## src/rtl/mrqs_pkg.sv

```systemverilog
// ----------------------------------------------------------------------------
// Multilevel ready queue scheduler package
// Sizes, command and status codes, datapath operations and shared helpers.
// ----------------------------------------------------------------------------
package mrqs_pkg;

	localparam int CORES       = 4;
	localparam int LEVELS      = 8;
	localparam int QUEUE_DEPTH = 64;

	localparam int CORE_IN_W  = 2;
	localparam int LEVEL_IN_W = 8;
	localparam int ID_W       = 16;
	localparam int STATUS_W   = 3;
	localparam int TOTAL_W    = 10;

	localparam int CORE_W = (CORES > 1) ? $clog2(CORES) : 1;
	localparam int LVL_W  = (LEVELS > 1) ? $clog2(LEVELS) : 1;
	localparam int SLOT_W = $clog2(QUEUE_DEPTH);
	localparam int LEN_W  = $clog2(QUEUE_DEPTH + 1);

	typedef enum logic [1:0] {
		CMD_ADD     = 2'd0,
		CMD_SWITCH  = 2'd1,
		CMD_REMOVE  = 2'd2,
		CMD_SET_RUN = 2'd3
	} cmd_t;

	typedef enum logic [STATUS_W-1:0] {
		ST_OK        = 3'd0,
		ST_BAD_LEVEL = 3'd1,
		ST_FULL      = 3'd2,
		ST_NOT_FOUND = 3'd3,
		ST_EMPTY     = 3'd4
	} status_t;

	typedef enum logic [3:0] {
		OP_NONE      = 4'd0,
		OP_LOAD      = 4'd1,
		OP_BAD       = 4'd2,
		OP_EMPTY     = 4'd3,
		OP_POP       = 4'd4,
		OP_COMMIT    = 4'd5,
		OP_ADD       = 4'd6,
		OP_SET_RUN   = 4'd7,
		OP_RM_RD     = 4'd8,
		OP_STEP      = 4'd9,
		OP_NOT_FOUND = 4'd10,
		OP_CP_RD     = 4'd11,
		OP_CP_WR     = 4'd12,
		OP_SHRINK    = 4'd13
	} op_t;

	typedef struct packed {
		op_t  op;
		logic idle;
		logic done;
	} ctl_cmd_t;

	typedef struct packed {
		cmd_t cmd;
		logic core_bad;
		logic lvl_bad;
		logic none_ready;
		logic srch_end;
		logic match;
		logic cp_end;
	} dp_stat_t;

	// ring position head + offset, wrapped at the queue depth
	function automatic logic [SLOT_W-1:0] slot_add(input logic [SLOT_W-1:0] head,
		input logic [LEN_W-1:0] off);
		logic [LEN_W:0] s;
		s = (LEN_W+1)'(head) + (LEN_W+1)'(off);
		if (s >= (LEN_W+1)'(QUEUE_DEPTH)) begin
			s = s - (LEN_W+1)'(QUEUE_DEPTH);
		end
		return SLOT_W'(s);
	endfunction

endpackage

```

## src/rtl/mrqs_ctrl.sv

```systemverilog
// ----------------------------------------------------------------------------
// Scheduler controller
// Sequences one command at a time through the datapath.
// ----------------------------------------------------------------------------
module mrqs_ctrl (
	input  logic                clk,
	input  logic                arst_n,
	input  logic                in_valid,
	input  logic                out_free,
	input  mrqs_pkg::dp_stat_t  stat,
	output mrqs_pkg::ctl_cmd_t  ctl
);

	typedef enum logic [8:0] {
		S_IDLE   = 9'b000000001,
		S_DECODE = 9'b000000010,
		S_POP    = 9'b000000100,
		S_COMMIT = 9'b000001000,
		S_RM_RD  = 9'b000010000,
		S_RM_CMP = 9'b000100000,
		S_CP_RD  = 9'b001000000,
		S_CP_WR  = 9'b010000000,
		S_DONE   = 9'b100000000
	} state_t;

	state_t state_q;
	state_t state_d;

	always_comb begin
		state_d  = state_q;
		ctl.op   = mrqs_pkg::OP_NONE;
		ctl.idle = 1'b0;
		ctl.done = 1'b0;
		case (state_q)
			S_IDLE: begin
				ctl.idle = 1'b1;
				if (in_valid) begin
					ctl.op  = mrqs_pkg::OP_LOAD;
					state_d = S_DECODE;
				end
			end
			S_DECODE: begin
				state_d = S_DONE;
				if (stat.core_bad) begin
					ctl.op = mrqs_pkg::OP_BAD;
				end else if (stat.cmd == mrqs_pkg::CMD_SWITCH) begin
					if (stat.none_ready) begin
						ctl.op = mrqs_pkg::OP_EMPTY;
					end else begin
						state_d = S_POP;
					end
				end else if (stat.lvl_bad) begin
					ctl.op = mrqs_pkg::OP_BAD;
				end else if (stat.cmd == mrqs_pkg::CMD_ADD) begin
					ctl.op = mrqs_pkg::OP_ADD;
				end else if (stat.cmd == mrqs_pkg::CMD_SET_RUN) begin
					ctl.op = mrqs_pkg::OP_SET_RUN;
				end else begin
					state_d = S_RM_RD;
				end
			end
			S_POP: begin
				ctl.op  = mrqs_pkg::OP_POP;
				state_d = S_COMMIT;
			end
			S_COMMIT: begin
				ctl.op  = mrqs_pkg::OP_COMMIT;
				state_d = S_DONE;
			end
			S_RM_RD: begin
				if (stat.srch_end) begin
					ctl.op  = mrqs_pkg::OP_NOT_FOUND;
					state_d = S_DONE;
				end else begin
					ctl.op  = mrqs_pkg::OP_RM_RD;
					state_d = S_RM_CMP;
				end
			end
			S_RM_CMP: begin
				if (stat.match) begin
					state_d = S_CP_RD;
				end else begin
					ctl.op  = mrqs_pkg::OP_STEP;
					state_d = S_RM_RD;
				end
			end
			S_CP_RD: begin
				if (stat.cp_end) begin
					ctl.op  = mrqs_pkg::OP_SHRINK;
					state_d = S_DONE;
				end else begin
					ctl.op  = mrqs_pkg::OP_CP_RD;
					state_d = S_CP_WR;
				end
			end
			S_CP_WR: begin
				ctl.op  = mrqs_pkg::OP_CP_WR;
				state_d = S_CP_RD;
			end
			S_DONE: begin
				if (out_free) begin
					ctl.done = 1'b1;
					state_d  = S_IDLE;
				end
			end
			default: begin
				state_d = S_IDLE;
			end
		endcase
	end

	always_ff @(posedge clk or negedge arst_n) begin
		if (!arst_n) begin
			state_q <= S_IDLE;
		end else begin
			state_q <= state_d;
		end
	end

	a_cmp_after_read: assert property (@(posedge clk) disable iff (!arst_n)
		state_q == S_RM_CMP |-> $past(state_q) == S_RM_RD)
		else $error("compare without a preceding read");

endmodule

```

## config.mk

```make
export PLATFORM = sky130hd
export DESIGN_NAME = mrqs_ctrl
export DESIGN_NICKNAME = d
export VERILOG_FILES = /design/src/rtl/mrqs_pkg.sv /design/src/rtl/mrqs_ctrl.sv
export SDC_FILE = /design/constraint.sdc
export NUM_CORES = 1
export LEC_CHECK = 0
export BUFFER_PORTS_ARGS = -buffer_cell sky130_fd_sc_hd__buf_2
export CAP_MARGIN = 20
export CORE_MARGIN = 5
export CORE_UTILIZATION = 40
export CTS_CLUSTER_DIAMETER = 40
export DETAILED_ROUTE_END_ITERATION = 8
export PLACE_DENSITY = 0.63
export SLEW_MARGIN = 10
export SYNTH_ARGS = -nofsm -noshare
export SYNTH_HDL_FRONTEND = slang
export SYNTH_SLANG_ARGS = --single-unit
export TNS_END_PERCENT = 10
```

## constraint.sdc

```tcl
create_clock -name clk -period 2.5 [get_ports clk]
set_input_delay 0.125 -clock clk [delete_from_list [all_inputs] [get_ports clk]]
set_output_delay 0.125 -clock clk [all_outputs]
set_load 0.005 [all_outputs]
```

==> flow_summary.toml, run 1 <==
[synthesis]
synth_nets = 104
post-synth-top-count-cell = "nor2_1"
async_reset_ff_frac = 1.00
yosys.area.top_type_share = 0.272
synth_area_leader_cell = "dfrtp_1"
synth_commonest_cells = "11 x nor2_1, 9 x or3_1, 8 x dfrtp_1"
ys_seq_elements = 9
synth_cell_types = 32
syn_inst = 90
synth.yosys.seq_area_share = 0.307
syn_area_um2 = 737
avgSynthCellArea_um2 = 8.19
synthTopCellsByArea = "dfrtp_1 27%, or3_1 7.6%, nor2_1 5.6%"
yosysWarnings = 0
synth_edf_count = 0
ys.flop_type = "dfrtp_1"

[cts]
clk_latency_ns = 0.27
htreeDepth = 1
root_buffer = "clkbuf_4"
tritoncts = "yes"
clock-sinks = 9
cts_made_buffers = 3
clk_transition_reported_paths_ns = 0.06
clockBufferDepth = 2
postCtsSetupBuffers = 0

[worst_setup_path]
cp_data_required_time_ns = 2.38
cp.arrival_ns = 2.44
criticalPathCategory = "register to output pin"
cp_cell_sequence = "or3_4, or4b_4, or4_4, nor4b_2, or3_1, buf_2"
slowest_stage = "or4b_4"
cp_max_fo = 4
crit_path_max_incr_delay_ns = 0.50
crit_path_end_kind = "output pin"
r2r_setup_slack_ns = 0.46
worstSetupStartpointType = "register"
worst_r2r_path_depth = 4

[cells_and_area]
nNetsFinal = 132
synthToLayoutAreaGrowth_pct = 27.7
multi_input_area_um2 = 472
nFillCells = 178
fin_area_um2 = 941
register_area_um2 = 226
top_register = "state_q"
antenna_cells = 0
fin_util = 0.539
reg.largest.list = "state_q (9)"
largest_register_ffs = 9
drive_above_1_share = 0.325

[detailed_routing]
detail-route-antenna-nets = 0
via_count = 755
dr.pass1.iters = 4
via_per_inst = 5.32
post-route-drc-count = 0
drt_wl_total_um = 1980
drt-initial-drc-count = 16
wl_per_cell_um = 13.9

[place]
gp_congestion = 0.795
io_buffers = 17
placed_area_um2 = 891
dp_slack_ns = 0.207
hpwl_um = 1600

[outcome]
outcome = "complete, but fails checks"
violations = "setup timing"

[timing]
fmax_mhz = 390
setup_viol = 1
layout_min_cycle_time_ns = 2.56
setup_tns_ns = -0.0619
worstMarginPinSlew_ns = 0.532
hold-worst-slack_ns = 0.0231
relSlewSlack = 0.642
fin_skew_ns = 0.00698
slew_violations = 0
fin_crit_sh = 1.02
hold_viol = 0
fin_ws_ns = -0.0619
rsz0062_at_grt = "yes"

[job]
cap_viol_max_count = 0

[power_and_ir_drop]
p_clk_frac = 0.191
peakVddDrop_v = 0.000474
power_switching_share = 0.348
leakagePower_nw = 0.455
seq_power_share = 0.325
p_per_area_mw_per_mm2 = 640
netSwitchingPower_uw = 209
p_comb_frac = 0.484
p_int_uw = 393

[floorplan]
core_mm2 = 0.00175
die_area_mm2 = 0.00280
rows = 15
start_util = 0.422
die_y_um = 52.9
io_pins = 18
fp.dieW_um = 52.9

[global_route]
grt_usage = 0.161
antenna_found_initial = 0
grt_pass1_vias = 723
grt_pass1_wl_um = 3240
grt_max_degree = 11
gr-total-overflow = 0

[hold_path]
min_path_cells = 2
hold_class = "input port to register"
==> cell families (layout without fill, tap and decap cells) <==
| family | count (synthesis) | in the layout | share of synthesized area |
|---|---|---|---|
| buffers and inverters | 10 | 37 | 0.0713 |
| flip-flops | 9 | 9 | 0.307 |
| AND/OR/NAND/NOR | 53 | 53 | 0.435 |
| adder cells (fa/ha/maj) | 2 | 2 | 0.0340 |
| multiplexers | 2 | 2 | 0.0272 |
| AO/OA/AOI/OAI | 10 | 10 | 0.0781 |
| XOR/XNOR | 4 | 4 | 0.0475 |
==> critical path: cells and delay by family (launching register included) <==
family | cells | cell delay, ns
DFF | 1 | 0.37
and+or+nand+nor | 5 | 1.69
buffers and inverters | 1 | 0.10
==> per-layer routing <==
layer / wire, um / track usage / part of all wire
met5: 0 / 0 / 0
met4: 14 / 0.0511 / 0.0071
met3: 76 / 0.0423 / 0.038
met2: 973 / 0.262 / 0.49
met1: 913 / 0.207 / 0.46
==> layout by cell type, fill, tap and decap left out, drive strengths merged <==
cell,Yosys,routed
a21boi,1,1
a21oi,3,3
and2,1,1
and3,1,1
buf,2,26
clkbuf,2,4
dfrtp,8,8
dfstp,1,1
dlygate4sd3,0,1
ha,2,2
inv,6,6
mux2i,2,2
nand2,1,1
nand2b,4,4
nand3,2,2
nand4,2,2
nor2,11,11
nor2b,2,2
nor3,6,6
nor3b,2,2
nor4,4,4
nor4b,1,1
o21ai,4,4
o22ai,1,1
o41ai,1,1
or2,1,1
or3,10,10
or4,4,4
or4b,1,1
xnor2,3,3
xor2,1,1
==> layout make-up <==
class | count | share of cell area
Clock buffer | 4 | 0.0279
Multi-Input combinational cell | 71 | 0.501
Timing Repair Buffer | 27 | 0.173
Tap cell | 25 | 0.0332
Sequential cell | 9 | 0.241
Inverter | 6 | 0.0239
==> final timing paths <==
kind                                              from                endpoint
worst max-delay path            state_q[8]$_DFFE_PN0P_                  ctl[4]
worst min-delay path                           stat[2]  state_q[5]$_DFFE_PN0P_
worst max register to register  state_q[8]$_DFFE_PN0P_  state_q[4]$_DFFE_PN0P_
worst min register to register  state_q[8]$_DFFE_PN0P_  state_q[7]$_DFFE_PN0P_
max in group asynchronous                       arst_n  state_q[0]$_DFFE_PN1P_
min in group asynchronous                       arst_n  state_q[2]$_DFFE_PN0P_
==> power groups by stage <==
stage	clock network, mW	logic (mW)	registers [mW]
2_1_floorplan	0	0.159	0.198
6_report	0.115	0.291	0.196
4_1_cts	0.116	0.285	0.195
3_5_place_dp	0	0.270	0.196
5_1_grt	0.123	0.322	0.200
3_3_place_gp	0	0.266	0.197
==> what timing repair did <==
action                                  CTS  global route
gates resized for setup                   2             1
pin swaps                                 1             0
hold buffers                              1             0
cloned                                    0             0
endpoints found under the hold margin     9             0
endpoints found under the setup margin    2             3
==> through the flow <==
stage | total power, mW | std cells
global placement | 0.463 | 137
detailed placement | 0.466 | 137
finish | 0.602 | 142
floorplan | 0.357 | 90
global route | 0.644 | 142
CTS | 0.596 | 142
(Power assumes the default switching activity.)
==> inputs of run 2 (changes only) <==
--- a/config.mk
+++ b/config.mk
@@ -12,6 +12,7 @@
 export CTS_CLUSTER_DIAMETER = 40
 export DETAILED_ROUTE_END_ITERATION = 8
 export PLACE_DENSITY = 0.63
+export REMOVE_ABC_BUFFERS = 1
 export SLEW_MARGIN = 10
 export SYNTH_ARGS = -nofsm -noshare
 export SYNTH_HDL_FRONTEND = slang
==> flow_summary.toml, run 2 (synthesis gave the netlist of run 1 again) <==
[cts]
postCtsSetupBuffers = 0
clockBufferDepth = 2
root_buffer = "clkbuf_4"
cts_made_buffers = 3
clk_latency_ns = 0.26
clk_transition_reported_paths_ns = 0.06
htreeDepth = 1
clock-sinks = 9
tritoncts = "yes"

[cells_and_area]
drive_above_1_share = 0.304
instances_no_fill = 140
antenna_cells = 0
largest_register_ffs = 9
reg.largest.list = "state_q (9)"
final_common_cell = "buf_2"
layout_common_cells = "17 x buf_2, 11 x nor2_1, 8 x dfrtp_1"
synthToLayoutAreaGrowth_pct = 25.1
nNetsFinal = 130
top_register = "state_q"

[hold_path]
hold_end = "state_q[5]$_DFFE_PN0P_"
hp-start = "stat[2]"
min_path_cells = 2
hold_class = "input port to register"

[power_and_ir_drop]
peakVddDrop_v = 0.000500
leakagePower_nw = 0.443
power.total_uw = 573
p_per_area_mw_per_mm2 = 621

[global_route]
grt_max_degree = 11
gr-total-overflow = 0
antenna_found_initial = 0
grt_usage = 0.159
grt_pass1_wl_um = 3220
grt_pass1_vias = 689

[place]
hpwl_um = 1480
io_buffers = 17
gp_congestion = 0.799
placedCellCount = 135

[timing]
slew_violations = 0
setup_viol = 1
fmax_mhz = 388
hold_viol = 0
rsz0062_at_grt = "yes"
fin_skew_ns = 0.00548
fin_ws_ns = -0.0744
worstMarginPinSlew_ns = 0.399
fin_crit_sh = 1.03
setup_tns_ns = -0.0744
relSlewSlack = 0.734
hold-worst-slack_ns = 0.0327
layout_min_cycle_time_ns = 2.57

[detailed_routing]
drt-initial-drc-count = 12
dr.pass1.iters = 4
wl_per_cell_um = 13.8
drt_wl_total_um = 1940
detail-route-antenna-nets = 0
via_per_inst = 5.22
post-route-drc-count = 0
via_count = 731

[worst_setup_path]
crit_path_max_incr_delay_ns = 0.51
worst_r2r_path_depth = 5
worstSetupStartpointType = "register"
cp.arrival_ns = 2.45
cp_cell_sequence = "or3_4, or4b_4, or4_4, nor4b_2, or3_1, buf_2"
crit_path_end_kind = "output pin"
r2r_setup_slack_ns = 0.46
r2r-end = "state_q[8]$_DFFE_PN0P_"
path_delay_family = "simple AND/OR/NAND/NOR gates"
cp_data_required_time_ns = 2.38
criticalPathCategory = "register to output pin"
r2r-start = "state_q[1]$_DFFE_PN0P_"
critPathBufInv = 1
cp_max_fo = 4
slowest_stage = "or4b_4"

[floorplan]
die_y_um = 52.9
start_util = 0.422
core_mm2 = 0.00175
io_pins = 18
rows = 15
die_area_mm2 = 0.00280
fp.dieW_um = 52.9

[outcome]
outcome = "complete, but fails checks"
violations = "setup timing"

[job]
cap_viol_max_count = 0
-- run 2: changes by cell type in the layout (fill, tap and decap cells not counted), sizes merged --
cell | before | now
buf | 26 | 24
-- run 2: metal layers --
layer / global-route usage / routed length (um) / up-vias
li1: - / - / 381
met1: 0.211 / 887 / 336
met2: 0.250 / 937 / 14
met3: 0.0563 / 114 / 0
met4: 0.0255 / 0 / 0
met5: 0 / 0 / -
-- run 2: area by class of cell --
type	instances	area (um^2)
sequential	9	226
clock buffer	4	26.3
fill	179	823
inverter	6	22.5
tap	25	31.3
multi-input combinational	71	468
timing repair buffer	25	148
-- run 2: worst max path at each step --
stage | startpoint | to | slack, ns | cells past startpoint
floorplan | state_q[4]$_DFFE_PN0P_ | ctl[4] | 0.29 | 5
global placement | state_q[8]$_DFFE_PN0P_ | ctl[4] | 0.24 | 6
detailed placement | state_q[8]$_DFFE_PN0P_ | ctl[4] | 0.21 | 6
CTS | state_q[8]$_DFFE_PN0P_ | ctl[4] | -0.08 | 6
global route | state_q[4]$_DFFE_PN0P_ | ctl[4] | -0.19 | 6
finish | state_q[8]$_DFFE_PN0P_ | ctl[4] | -0.07 | 6
-- run 2: per-stage QoR --
step	cell area (um^2)	util	setup slack [ns]
CTS	917	0.525	-0.0794
global placement	876	0.502	0.241
finish	922	0.528	-0.0744
floorplan	707	-	0.293
detailed placement	876	0.502	0.212
global route	922	0.528	-0.195
-- run 2: repair_timing --
action,CTS,global route
endpoints found under the setup margin,1,3
hold endpoints to repair,9,0
hold buffers,1,0
gates resized for setup,1,1
pin swaps,0,0
-- run 2: report_power, final --
part | switching, mW | internal [mW]
clock | 0.0529 | 0.0616
sequential | 0.0257 | 0.172
combinational | 0.121 | 0.140
==> inputs of run 3 (changes only) <==
--- a/config.mk
+++ b/config.mk
@@ -7,7 +7,7 @@
 export LEC_CHECK = 0
 export BUFFER_PORTS_ARGS = -buffer_cell sky130_fd_sc_hd__buf_2
 export CAP_MARGIN = 20
-export CORE_MARGIN = 5
+export CORE_MARGIN = 2
 export CORE_UTILIZATION = 40
 export CTS_CLUSTER_DIAMETER = 40
 export DETAILED_ROUTE_END_ITERATION = 8
==> constraint.sdc (replaced) <==
create_clock -name clk -period 2.5 [get_ports clk]
set_input_delay 0.5 -clock clk [delete_from_list [all_inputs] [get_ports clk]]
set_output_delay 0.5 -clock clk [all_outputs]
set_load 0.005 [all_outputs]
==> flow_summary.toml, run 3 (synthesis gave the netlist of run 1 again) <==
[floorplan]
core_mm2 = 0.00173
die_area_mm2 = 0.00220
rows = 15
io_pins = 18
start_util = 0.427
die_y_um = 46.9
fp.dieW_um = 46.9

[outcome]
violations = "setup timing"
outcome = "complete, but fails checks"

[power_and_ir_drop]
peakVddDrop_v = 0.000408
seq_power_share = 0.272
p_clk_frac = 0.176
p_comb_frac = 0.552
leakagePower_nw = 0.492
power.total_uw = 665
netSwitchingPower_uw = 234
power_switching_share = 0.352
p_per_area_mw_per_mm2 = 669
p_int_uw = 431

[worst_setup_path]
worst_r2r_path_depth = 5
crit_path_max_incr_delay_ns = 0.50
cp_cell_sequence = "or3_4, or4b_4, or4_4, nor4b_4, or3_1, buf_2"
r2r-start = "state_q[2]$_DFFE_PN0P_"
worstSetupStartpointType = "register"
cp_max_fo = 4
cp_data_required_time_ns = 2.00
r2r_setup_slack_ns = 0.43
crit_path_end_kind = "output pin"
path_delay_family = "simple AND/OR/NAND/NOR gates"
criticalPathCategory = "register to output pin"
r2r-end = "state_q[4]$_DFFE_PN0P_"
critPathBufInv = 1
cp.arrival_ns = 2.48
slowest_stage = "or4b_4"

[global_route]
grt_pass1_vias = 750
use_met2 = 0.342
grt_usage = 0.216
grt_pass1_wl_um = 3230
use_met3 = 0.0808
top_usage_layer = "met2"
grt_max_degree = 11
antenna_found_initial = 0
gr-total-overflow = 0
gr-usage-met1 = 0.269

[cells_and_area]
antenna_cells = 0
nFillCells = 179
fin_util = 0.576
register_area_um2 = 226
synthToLayoutAreaGrowth_pct = 35.0
multi_input_area_um2 = 490
final_common_cell = "buf_2"
drive_above_1_share = 0.361
nNetsFinal = 137
largest_register_ffs = 9
top_register = "state_q"
layout_common_cells = "17 x buf_2, 15 x buf_4, 11 x nor2_1"
reg.largest.list = "state_q (9)"

[timing]
hold-worst-slack_ns = 0.0760
rsz0062_at_grt = "yes"
hold_viol = 0
fmax_mhz = 335
slew_violations = 0
fin_ws_ns = -0.482
worstMarginPinSlew_ns = 0.389
layout_min_cycle_time_ns = 2.98
fin_crit_sh = 1.19
setup_viol = 4
relSlewSlack = 0.738
fin_skew_ns = 0.00502

[place]
hpwl_um = 1520
gp_congestion = 0.847
io_buffers = 17
dp_slack_ns = -0.184

[detailed_routing]
post-route-drc-count = 0
detail-route-antenna-nets = 0
via_per_inst = 5.39
drt_wl_total_um = 1990
via_count = 793
drt-initial-drc-count = 11
dr.pass1.iters = 4
wl_per_cell_um = 13.5

[cts]
clock-sinks = 9
cts_made_buffers = 3
clk_latency_ns = 0.26
clk_transition_reported_paths_ns = 0.07
root_buffer = "clkbuf_4"
tritoncts = "yes"
ctsHoldBuffers = 0
htreeDepth = 1
clockBufferDepth = 2

[job]
cap_viol_max_count = 0

[hold_path]
hold_class = "input port to asynchronous set/reset pin"
==> run 3: stage by stage <==
stage | instances | area, um^2 | TNS (ns)
final | 147 | 995 | -1.23
after global routing | 147 | 995 | -1.66
after CTS | 147 | 986 | -1.24
after detailed placement | 143 | 936 | -0.283
after global placement | 143 | 936 | -0.203
after floorplan | 86 | 707 | -0.0817
==> run 3: per-layer routing <==
metal  share of wire  routed length [um]  up-vias
met4          0.0050                  10        0
met3           0.040                  80        2
li1                -                   -      389
met1            0.48                 957      387
met5               0                   0        -
met2            0.47                 941       15
==> run 3: power by group through the flow <==
stage | Clock (mW) | Sequential (mW) | Combinational (mW)
final | 0.117 | 0.181 | 0.367
after global routing | 0.131 | 0.185 | 0.400
after CTS | 0.122 | 0.181 | 0.360
after detailed placement | 0 | 0.183 | 0.327
after global placement | 0 | 0.182 | 0.322
after floorplan | 0 | 0.199 | 0.157
==> run 3: worst max-delay path by stage <==
stage,cells after the start,from,end,slack (ns)
final,6,state_q[8]$_DFFE_PN0P_,ctl[4],-0.48
after global routing,6,state_q[8]$_DFFE_PN0P_,ctl[4],-0.58
after CTS,6,state_q[8]$_DFFE_PN0P_,ctl[4],-0.48
after detailed placement,6,state_q[8]$_DFFE_PN0P_,ctl[4],-0.18
after global placement,6,state_q[8]$_DFFE_PN0P_,ctl[4],-0.12
after floorplan,5,state_q[4]$_DFFE_PN0P_,ctl[4],-0.08
==> run 3: repair_timing <==
action / in CTS / in global routing
gates resized for setup: 4 / 1
gates cloned: 0 / 0
setup endpoints to repair: 4 / 4
pin swaps: 0 / 1
setup buffers: 0 / 0
==> run 3: layout make-up <==
cell class	instances	area share
clock buffer	4	0.0264
inverter	6	0.0226
multi-input combinational	71	0.493
sequential	9	0.228
tap	25	0.0314
timing repair buffer	32	0.199
